## config.mk

```make
export PLATFORM = sky130hd
export DESIGN_NAME = glyph_shelf_packer_unit
export DESIGN_NICKNAME = d
export VERILOG_FILES = /design/src/design/gsp_pkg.sv /design/src/design/gsp_front.sv /design/src/design/gsp_queue.sv /design/src/design/gsp_back.sv /design/src/design/glyph_shelf_packer_unit.sv
export SDC_FILE = /design/constraint.sdc
export NUM_CORES = 1
export LEC_CHECK = 0
export ABC_AREA = 1
export BUFFER_PORTS_ARGS = -buffer_cell sky130_fd_sc_hd__buf_2
export CORE_UTILIZATION = 40
export DETAILED_ROUTE_END_ITERATION = 6
export PLACE_DENSITY = 0.71
export SLEW_MARGIN = 20
export SYNTH_ARGS = -nofsm -noshare
export SYNTH_HDL_FRONTEND = slang
export SYNTH_SLANG_ARGS = --single-unit
```

## constraint.sdc

```tcl
create_clock -name i_clk -period 4.55 [get_ports i_clk]
set_input_delay 0.2275 -clock i_clk [delete_from_list [all_inputs] [get_ports i_clk]]
set_output_delay 0.2275 -clock i_clk [all_outputs]
set_load 0.03 [all_outputs]
```

## src/design/gsp_pkg.sv

```systemverilog
// Shared types, constants and helpers for the glyph shelf packer.
// No dependencies.
package gsp_pkg;

    localparam int ATLAS_SIZE = 1024;
    localparam int CELL_PAD   = 1;
    localparam int UV_STEPS   = 128;
    localparam int GRID_RAW   = ATLAS_SIZE / UV_STEPS;
    localparam int GRID       = (GRID_RAW == 0) ? 1 : GRID_RAW;

    localparam int SIZE_W = 11;
    localparam int POS_W  = 12;
    localparam int SUM_W  = 13;

    localparam logic [20:0] CP_SPACE   = 21'h00020;
    localparam logic [20:0] CP_DEL     = 21'h0007F;
    localparam logic [20:0] CP_ZW_LO   = 21'h0200B;
    localparam logic [20:0] CP_ZW_HI   = 21'h0200F;
    localparam logic [20:0] CP_BIDI_LO = 21'h0202A;
    localparam logic [20:0] CP_BIDI_HI = 21'h0202E;
    localparam logic [20:0] CP_WJ      = 21'h02060;
    localparam logic [20:0] CP_BOM     = 21'h0FEFF;

    typedef enum logic [1:0] {
        ST_PLACED  = 2'd0,
        ST_NO_INK  = 2'd1,
        ST_FULL    = 2'd2,
        ST_CLEARED = 2'd3
    } t_status;

    typedef enum logic [1:0] {
        KIND_PLACE  = 2'd0,
        KIND_NO_INK = 2'd1,
        KIND_CLEAR  = 2'd2
    } t_kind;

    typedef struct packed {
        logic        mode;
        logic [20:0] code_point;
        logic [9:0]  ink_width;
        logic [9:0]  ink_height;
        logic        bitmap_empty;
    } t_in;

    typedef struct packed {
        t_status     status;
        logic [10:0] cell_x;
        logic [9:0]  cell_y;
        logic [10:0] cell_w;
        logic [10:0] cell_h;
        logic [31:0] change_count;
    } t_out;

    typedef struct packed {
        t_kind             kind;
        logic [SIZE_W-1:0] cell_w;
        logic [SIZE_W-1:0] cell_h;
    } t_work;

    function automatic logic [SIZE_W-1:0] round_cell(logic [9:0] ink);
        logic [POS_W-1:0] v;
        v = POS_W'(ink) + POS_W'(CELL_PAD) + POS_W'(GRID - 1);
        return SIZE_W'((v / POS_W'(GRID)) * POS_W'(GRID));
    endfunction

endpackage

```

## src/design/gsp_front.sv

```systemverilog
// Front end: classifies a request and sizes its cell.
// Depends on gsp_pkg.
module gsp_front (
    input  gsp_pkg::t_in   i_data,
    input  logic           i_valid,
    input  logic           i_q_full,
    output logic           o_ready,
    output logic           o_push,
    output gsp_pkg::t_work o_work
);

    logic no_ink_code;

    always_comb begin
        no_ink_code = i_data.code_point inside {
            [21'h0 : gsp_pkg::CP_SPACE],
            gsp_pkg::CP_DEL,
            [gsp_pkg::CP_ZW_LO : gsp_pkg::CP_ZW_HI],
            [gsp_pkg::CP_BIDI_LO : gsp_pkg::CP_BIDI_HI],
            gsp_pkg::CP_WJ,
            gsp_pkg::CP_BOM
        };
    end

    always_comb begin
        o_work.cell_w = gsp_pkg::round_cell(i_data.ink_width);
        o_work.cell_h = gsp_pkg::round_cell(i_data.ink_height);
        if (i_data.mode) begin
            o_work.kind = gsp_pkg::KIND_CLEAR;
        end else if (no_ink_code || i_data.bitmap_empty ||
                     i_data.ink_width == '0 || i_data.ink_height == '0) begin
            o_work.kind = gsp_pkg::KIND_NO_INK;
        end else begin
            o_work.kind = gsp_pkg::KIND_PLACE;
        end
    end

    assign o_ready = !i_q_full;
    assign o_push  = i_valid && !i_q_full;

endmodule

```

## src/design/gsp_queue.sv

```systemverilog
// Two-entry queue between front and back.
// Depends on gsp_pkg.
module gsp_queue (
    input  logic           i_clk,
    input  logic           i_rst_n,
    input  logic           i_push,
    input  gsp_pkg::t_work i_work,
    input  logic           i_pop,
    output logic           o_full,
    output logic           o_valid,
    output gsp_pkg::t_work o_work
);

    gsp_pkg::t_work r_mem [2];
    logic           r_wr_ptr;
    logic           r_rd_ptr;
    logic [1:0]     r_count;
    logic [1:0]     n_count;

    always_comb begin
        n_count = r_count;
        if (i_push && !i_pop) begin
            n_count = r_count + 2'd1;
        end else if (!i_push && i_pop) begin
            n_count = r_count - 2'd1;
        end
    end

    always_ff @(posedge i_clk) begin
        if (!i_rst_n) begin
            r_wr_ptr <= 1'b0;
            r_rd_ptr <= 1'b0;
            r_count  <= 2'd0;
        end else begin
            if (i_push) begin
                r_wr_ptr <= !r_wr_ptr;
            end
            if (i_pop) begin
                r_rd_ptr <= !r_rd_ptr;
            end
            r_count <= n_count;
        end
    end

    always_ff @(posedge i_clk) begin
        if (i_push) begin
            r_mem[r_wr_ptr] <= i_work;
        end
    end

    assign o_full  = r_count == 2'd2;
    assign o_valid = r_count != 2'd0;
    assign o_work  = r_mem[r_rd_ptr];

endmodule

```

## src/design/gsp_back.sv

```systemverilog
// Back end: shelf state, placement and the result register.
// Depends on gsp_pkg.
module gsp_back (
    input  logic           i_clk,
    input  logic           i_rst_n,
    input  logic           i_q_valid,
    input  gsp_pkg::t_work i_work,
    output logic           o_pop,
    output logic           o_valid,
    input  logic           i_ready,
    output gsp_pkg::t_out  o_data
);

    logic [gsp_pkg::POS_W-1:0]  r_cursor_x, n_cursor_x;
    logic [gsp_pkg::SIZE_W-1:0] r_shelf_top, n_shelf_top;
    logic [gsp_pkg::SIZE_W-1:0] r_shelf_tall, n_shelf_tall;
    logic                       r_atlas_full, n_atlas_full;
    logic [31:0]                r_generation, n_generation;
    logic                       r_out_valid;
    gsp_pkg::t_out              r_out, n_out;

    logic                       wrap;
    logic                       fits;
    logic [gsp_pkg::POS_W-1:0]  pos_x;
    logic [gsp_pkg::POS_W-1:0]  top_w;
    logic [gsp_pkg::SIZE_W-1:0] tall_w;

    assign o_pop = i_q_valid && (!r_out_valid || i_ready);

    always_comb begin
        wrap   = (gsp_pkg::SUM_W'(r_cursor_x) + gsp_pkg::SUM_W'(i_work.cell_w))
                 >= gsp_pkg::SUM_W'(gsp_pkg::ATLAS_SIZE);
        pos_x  = wrap ? '0 : r_cursor_x;
        top_w  = wrap ? (gsp_pkg::POS_W'(r_shelf_top) + gsp_pkg::POS_W'(r_shelf_tall))
                      : gsp_pkg::POS_W'(r_shelf_top);
        tall_w = wrap ? '0 : r_shelf_tall;
        fits   = (gsp_pkg::SUM_W'(top_w) + gsp_pkg::SUM_W'(i_work.cell_h))
                 < gsp_pkg::SUM_W'(gsp_pkg::ATLAS_SIZE);
    end

    always_comb begin
        n_cursor_x   = r_cursor_x;
        n_shelf_top  = r_shelf_top;
        n_shelf_tall = r_shelf_tall;
        n_atlas_full = r_atlas_full;
        n_generation = r_generation;
        n_out        = '0;
        case (i_work.kind)
            gsp_pkg::KIND_CLEAR: begin
                n_cursor_x   = '0;
                n_shelf_top  = '0;
                n_shelf_tall = '0;
                n_atlas_full = 1'b0;
                n_generation = r_generation + 32'd1;
                n_out.status = gsp_pkg::ST_CLEARED;
            end
            gsp_pkg::KIND_NO_INK: begin
                n_out.status = r_atlas_full ? gsp_pkg::ST_FULL : gsp_pkg::ST_NO_INK;
            end
            gsp_pkg::KIND_PLACE: begin
                if (r_atlas_full) begin
                    n_out.status = gsp_pkg::ST_FULL;
                end else begin
                    n_cursor_x   = pos_x;
                    n_shelf_top  = gsp_pkg::SIZE_W'(top_w);
                    n_shelf_tall = tall_w;
                    if (!fits) begin
                        n_atlas_full = 1'b1;
                        n_out.status = gsp_pkg::ST_FULL;
                    end else begin
                        n_out.status = gsp_pkg::ST_PLACED;
                        n_out.cell_x = pos_x[10:0];
                        n_out.cell_y = top_w[9:0];
                        n_out.cell_w = i_work.cell_w;
                        n_out.cell_h = i_work.cell_h;
                        n_cursor_x   = pos_x + gsp_pkg::POS_W'(i_work.cell_w);
                        if (i_work.cell_h > tall_w) begin
                            n_shelf_tall = i_work.cell_h;
                        end
                        n_generation = r_generation + 32'd1;
                    end
                end
            end
            default: begin
                n_out.status = gsp_pkg::ST_NO_INK;
            end
        endcase
        n_out.change_count = n_generation;
    end

    always_ff @(posedge i_clk) begin
        if (!i_rst_n) begin
            r_cursor_x   <= '0;
            r_shelf_top  <= '0;
            r_shelf_tall <= '0;
            r_atlas_full <= 1'b0;
            r_generation <= '0;
            r_out_valid  <= 1'b0;
        end else begin
            if (o_pop) begin
                r_cursor_x   <= n_cursor_x;
                r_shelf_top  <= n_shelf_top;
                r_shelf_tall <= n_shelf_tall;
                r_atlas_full <= n_atlas_full;
                r_generation <= n_generation;
                r_out_valid  <= 1'b1;
            end else if (i_ready) begin
                r_out_valid  <= 1'b0;
            end
        end
    end

    always_ff @(posedge i_clk) begin
        if (o_pop) begin
            r_out <= n_out;
        end
    end

    assign o_valid = r_out_valid;
    assign o_data  = r_out;

endmodule

```

## src/design/glyph_shelf_packer_unit.sv

```systemverilog
// Top level of the glyph shelf packer: front, queue and back.
// Depends on gsp_pkg, gsp_front, gsp_queue, gsp_back.
//
//   channel  | valid    | ready    | payload
//   ---------+----------+----------+----------------
//   request  | i_valid  | o_ready  | i_data (t_in)
//   result   | o_valid  | i_ready  | o_data (t_out)
//
// One item per cycle sustained while i_ready is high; each result passes through the queue
// and the result register. The back end's shelf update sets the rate.
// Reset is synchronous, active low; it clears the shelf state and the generation.
// The two-entry queue keeps the request side open while a result is held, until it fills.
module glyph_shelf_packer_unit (
    input  logic          i_clk,
    input  logic          i_rst_n,
    input  logic          i_valid,
    output logic          o_ready,
    input  gsp_pkg::t_in  i_data,
    output logic          o_valid,
    input  logic          i_ready,
    output gsp_pkg::t_out o_data
);

    logic           q_full;
    logic           q_push;
    logic           q_pop;
    logic           q_valid;
    gsp_pkg::t_work f_work;
    gsp_pkg::t_work q_work;

    gsp_front u_front (
        .i_data   (i_data),
        .i_valid  (i_valid),
        .i_q_full (q_full),
        .o_ready  (o_ready),
        .o_push   (q_push),
        .o_work   (f_work)
    );

    gsp_queue u_queue (
        .i_clk   (i_clk),
        .i_rst_n (i_rst_n),
        .i_push  (q_push),
        .i_work  (f_work),
        .i_pop   (q_pop),
        .o_full  (q_full),
        .o_valid (q_valid),
        .o_work  (q_work)
    );

    gsp_back u_back (
        .i_clk     (i_clk),
        .i_rst_n   (i_rst_n),
        .i_q_valid (q_valid),
        .i_work    (q_work),
        .o_pop     (q_pop),
        .o_valid   (o_valid),
        .i_ready   (i_ready),
        .o_data    (o_data)
    );

endmodule

```

* Yosys cells after proc, flatten, opt, wreduce, memory -nomap -nowiden
Memories as Yosys holds them, arrays and structs flattened. A register that Yosys moved wholly into a read port is not among the register bits.
Index checks and enable logic that the tools add are counted.
** Word-level totals
- Bits of input ports :: 47
- Memory bits (writable) :: 36
- Logic and storage cells :: 105
- Memories kept :: 1
- Output and inout bits :: 79
- Register bits :: 149
** Operators by class
- Muxes and demuxes :: 32
- Bitwise logic cells :: 2
- Reduce and logical (&&, ||, !) cells :: 28
- $lt $le $gt $ge :: 9
- $add $sub $neg :: 11
- Equality and inequality tests :: 7
** Memories
- u_queue.r_mem :: words 2, width 18, read ports 1, clocked after memory_dff 1, wr ports 1, RTL line gsp_queue.sv:14 : gsp_pkg::t_work r_mem [2];
** Operators with widths (count)
- $mux 32 :: 2
- $pmux 32 s2 :: 1
- $mux 11 :: 5
- $mux 12 :: 4
- $pmux 11 s2 :: 2
- $ge 21x14->1 const B :: 2
- $le 21x14->1 const B :: 2
- $add 32x1->32 const B :: 1
- $add 12x11->13 :: 2
- $pmux 12 s2 :: 1
- $add 10x1->11 const B :: 2
- $add 11x3->11 const B :: 2
- $eq 21x14->1 const B :: 1
- $eq 21x16->1 const B :: 1
- $eq 21x7->1 const B :: 1
- $ge 21x1->1 const B :: 1
- $le 21x6->1 const B :: 1
- $logic_not 10->1 :: 2
- $ge 13x11->1 const B :: 1
- $lt 13x11->1 const B :: 1
- $add 11x11->12 :: 1
- $add 12x11->12 :: 1
- $mux 2 :: 6
- $gt 11x11->1 :: 1
- 18 further kinds :: 45

* Longest topological paths before layout
- Depth after elaboration :: 8
- Depth in mapped cells :: 38

* By module
A second synthesis with hierarchy kept.
** Second synthesis, totals
- Cells, all modules :: 1478
- Area, all modules :: 12107.9 um^2
** Modules (own cells, without submodules)
- gsp_back :: instances 1, area each 9297.7 um^2, sequential area each 3673.5 um^2, cells each 1217
- gsp_queue :: instances 1, area each 2065.7 um^2, sequential area each 1541.5 um^2, cells each 110
- gsp_front :: instances 1, area each 744.5 um^2, sequential area each 0.0 um^2, cells each 151

* Worst setup path before layout
No wires, ideal clock.
- Path type :: register to register
- From :: reg with a tool-made name
- To :: reg u_back.r_out (netlist bit u_back.o_data[8]) (data pin)
- Library setup time :: 0.262 ns
- Path buffers :: 4
- Stages on the path, launching flop included :: 33
- Setup slack :: -0.155 ns
- Data arrival time :: 4.443 ns
- Clock period less this slack :: 4.705 ns
- Path through :: dfxtp_1 -> buf_2 -> inv_2 -> clkbuf_1 -> or2_2 -> o21ai_0 -> inv_1 -> ha_1 -> nand2_1 -> nor2_1 -> o21ai_1 -> nand2_1 -> nand2_1 -> nand2_1 -> inv_1 -> nand2_4 -> clkbuf_1 -> o21ai_0 -> inv_1 -> ha_1 -> a21o_1 -> a21boi_0 -> nand2_1 -> nand2_1 -> inv_1 -> nand2_2 -> nand2_2 -> nor2_8 -> nand3_4 -> buf_2 -> or2_1 -> nand2_1 -> o21ai_1
** RTL lines
- end signal, assigned :: RTL line gsp_back.sv:115 : r_out <= n_out;
- end, declared :: RTL line gsp_back.sv:20 : gsp_pkg::t_out r_out, n_out;

==> results.json <==
{
  "cp.arrival_ns": 4.64,
  "clk_latency_ns": 0.44,
  "startpoint_type": "flop",
  "use_met1": 0.265,
  "syn_to_final_growth_pct": 22.2,
  "via_count": 9597,
  "start_util": 0.409,
  "postCtsHoldBufs": 0,
  "placedInstanceArea_mm2": 0.0117,
  "ys_seq_area_frac": 0.439,
  "routabilityCongestion": 0.867,
  "period_needed_ns": 4.45,
  "critPathKind": "flop to flop",
  "cts_tree": "done",
  "maxSlewHeadroom": 0.151,
  "numPortBuffers": 119,
  "n_antenna_cell": 0,
  "maxSlewViolCount": 0,
  "die_y_um": 165,
  "wire_per_inst_um": 15.5,
  "dp_hpwl_um": 18200,
  "grt_busiest_layer": "met2",
  "antenna_found_initial": 0,
  "drt_iter0_drc": 733,
  "synth_seq_cells": 180,
  "cp-end-kind": "flop",
  "met3_usage": 0.0317,
  "final_area_mm2": 0.0130,
  "nets": 1560,
  "root_buffer": "clkbuf_16",
  "fin_setup_tns_ns": 0,
  "dieArea_mm2": 0.0273,
  "cp.required_ns": 4.73,
  "synth.distinct_cells": 58,
  "rows": 59,
  "grt_pass1_vias": 8697,
  "core_mm2": 0.0261,
  "worst_pin_slew_ns": 1.27,
  "ios": 126,
  "rsz0062_at_grt": "yes",
  "cp_max_fo": 6,
  "slowest_delay_ns": 0.40,
  "setup_viol": 0,
  "totalWireLength_um": 28100,
  "htreeDepth": 4,
  "ant_nets": 0,
  "overflow": 0,
  "maxCapViolCount": 0,
  "drive_gt1_frac": 0.226,
  "syn-cell-area_mm2": 0.0107,
  "grt_util_met2": 0.329,
  "crit_top_cell": "nand2_1",
  "vias_per_cell": 5.30,
  "hold_viol": 0,
  "slowest_stage": "dfxtp_4",
  "gr-usage-all-layers": 0.199,
  "period_share": 0.979,
  "n_fill_cell": 2336,
  "min_from": "i_data[42]",
  "grt_pass1_wl_um": 42500,
  "syn_avg_cell_area_um2": 8.06,
  "fmax_ghz": 0.225,
  "cts_made_buffers": 17,
  "post-route-drc-count": 0,
  "clk_pin_slew_ns": 0.08,
  "dr.pass1.iters": 5,
  "synthCells": 1321,
  "grt_start_max_net_pins": 76,
  "clockBufferDepth": 2,
  "skew_ns": 0.0130,
  "die_w_um": 165,
  "synth_warnings": 0,
  "holdCritPathClass": "input pin to flop",
  "cts_sinks": 180,
  "status": "completed"
}
## through the flow
stage | hold WS, ns | util | setup slack, ns | instances
4_1_cts | 0.0183 | 0.475 | -0.00112 | 1788
3_5_place_dp | 0.441 | 0.448 | -0.00139 | 1754
3_3_place_gp | 0.432 | 0.448 | 0.151 | 1754
2_1_floorplan | 0.326 | - | 0.0432 | 1326
6_report | 0.0235 | 0.499 | 0.0966 | 1812
5_1_grt | 0.0232 | 0.499 | -0.0757 | 1812
## path summary, 6_finish.rpt
check	end	slack (ns)	cells after the start
max	u_back.o_data[4]	0.1	29
min	u_queue.r_mem[1][17]	0.02	1
max reg2reg	u_back.o_data[4]	0.1	29
min reg2reg	u_back.r_cursor_x[0]	0.45	2
## kinds of logic after synthesis
group	synth area share
and+or+nand+nor	0.258
buffers and inverters	0.0861
AOI/OAI and AO/OA	0.120
DFF	0.439
adders and majority gates	0.0597
xor gates and xnor gates	0.0370
other	0.000352
## synth_stat cells, drive strengths merged
cell / count / area share
nand4: 27 / 0.016
a211oi: 4 / 0.0028
nor4: 9 / 0.0067
buf: 24 / 0.014
ha: 46 / 0.054
o211ai: 36 / 0.025
conb: 1 / 0.00035
or2: 27 / 0.016
o21ai: 56 / 0.026
clkbuf: 29 / 0.010
a21boi: 3 / 0.0021
nor4b: 1 / 0.00082
a31oi: 3 / 0.0023
o41ai: 1 / 0.00082
a21o: 1 / 0.00070
xor2: 39 / 0.032
o221a: 1 / 0.0011
a22oi: 3 / 0.0021
o2111ai: 1 / 0.00082
edfxtp: 107 / 0.30
nand3: 87 / 0.046
and2: 2 / 0.0012
clkinv: 2 / 0.00070
a22o: 1 / 0.00082
xnor2: 6 / 0.0049
and3: 1 / 0.00059
nand3b: 1 / 0.00070
inv: 174 / 0.062
nor2: 102 / 0.042
o22ai: 7 / 0.0041
o21bai: 3 / 0.0021
dfxtp: 73 / 0.14
nand2: 312 / 0.11
fa: 3 / 0.0056
o21a: 1 / 0.00070
o32a: 1 / 0.00094
nor3: 30 / 0.015
a21oi: 95 / 0.046
a221oi: 1 / 0.00082
## registers in the layout, summed over array words and instances (netlist names), 2 cells and up, named ones only
name	flops
u_back.o_data	71
u_queue.r_mem	36
u_back.r_generation	32
u_back.r_cursor_x	12
u_back.r_shelf_tall	11
u_back.r_shelf_top	11
u_queue.r_count	2
## per-layer routing
metal	vias to the layer above	routed length (µm)	share of wire
met2	325	13300	0.47
met4	0	669	0.024
met5	-	0	0
met1	4499	12600	0.45
li1	4718	-	-
met3	55	1570	0.056
## timing repair
item                                    CTS  global route
gates cloned                              2             8
pin swaps                                 0            11
buffers inserted                          0            16
resized for setup                         4           100
endpoints found under the setup margin    3           123
## critical path: cells and delay by family (launching register included)
family	cells	cell delay [ns]
buffers and inverters	7	0.72
flip-flops	1	0.40
AO/OA/AOI/OAI	5	0.90
AND/OR/NAND/NOR	15	1.68
adder cells (fa/ha/maj)	2	0.50
## area by class of cell
type                       instances  area (µm²)  area share
clock buffer                      17         425      0.0327
inverter                         176         676      0.0519
sequential                       180        4680       0.359
timing repair buffer             168        1150      0.0881
multi-input combinational        920        5450       0.419
tap                              335         419      0.0322
clock inverter                    15         211      0.0162
timing repair inverter             1        7.51    0.000577
## layout by cell type (no fill, tap or decap), drive strengths merged, types with 2 or more instances in the layout
cell / instances
nand2: 315
o21ai: 56
fa: 3
inv: 182
o21bai: 3
a22oi: 3
a31oi: 3
buf: 164
nor4: 9
edfxtp: 107
ha: 46
o22ai: 7
o211ai: 36
a21boi: 3
clkinv: 9
nor3: 30
dfxtp: 73
conb: 6
clkbuf: 21
a21oi: 95
and2: 2
xnor2: 6
nand4: 27
xor2: 39
or2: 27
nand3: 87
nor2: 102
a211oi: 4
Power is left out: the tool's default activity adds up to more than one toggle a clock period on the data nets, which glitch-free logic cannot reach.
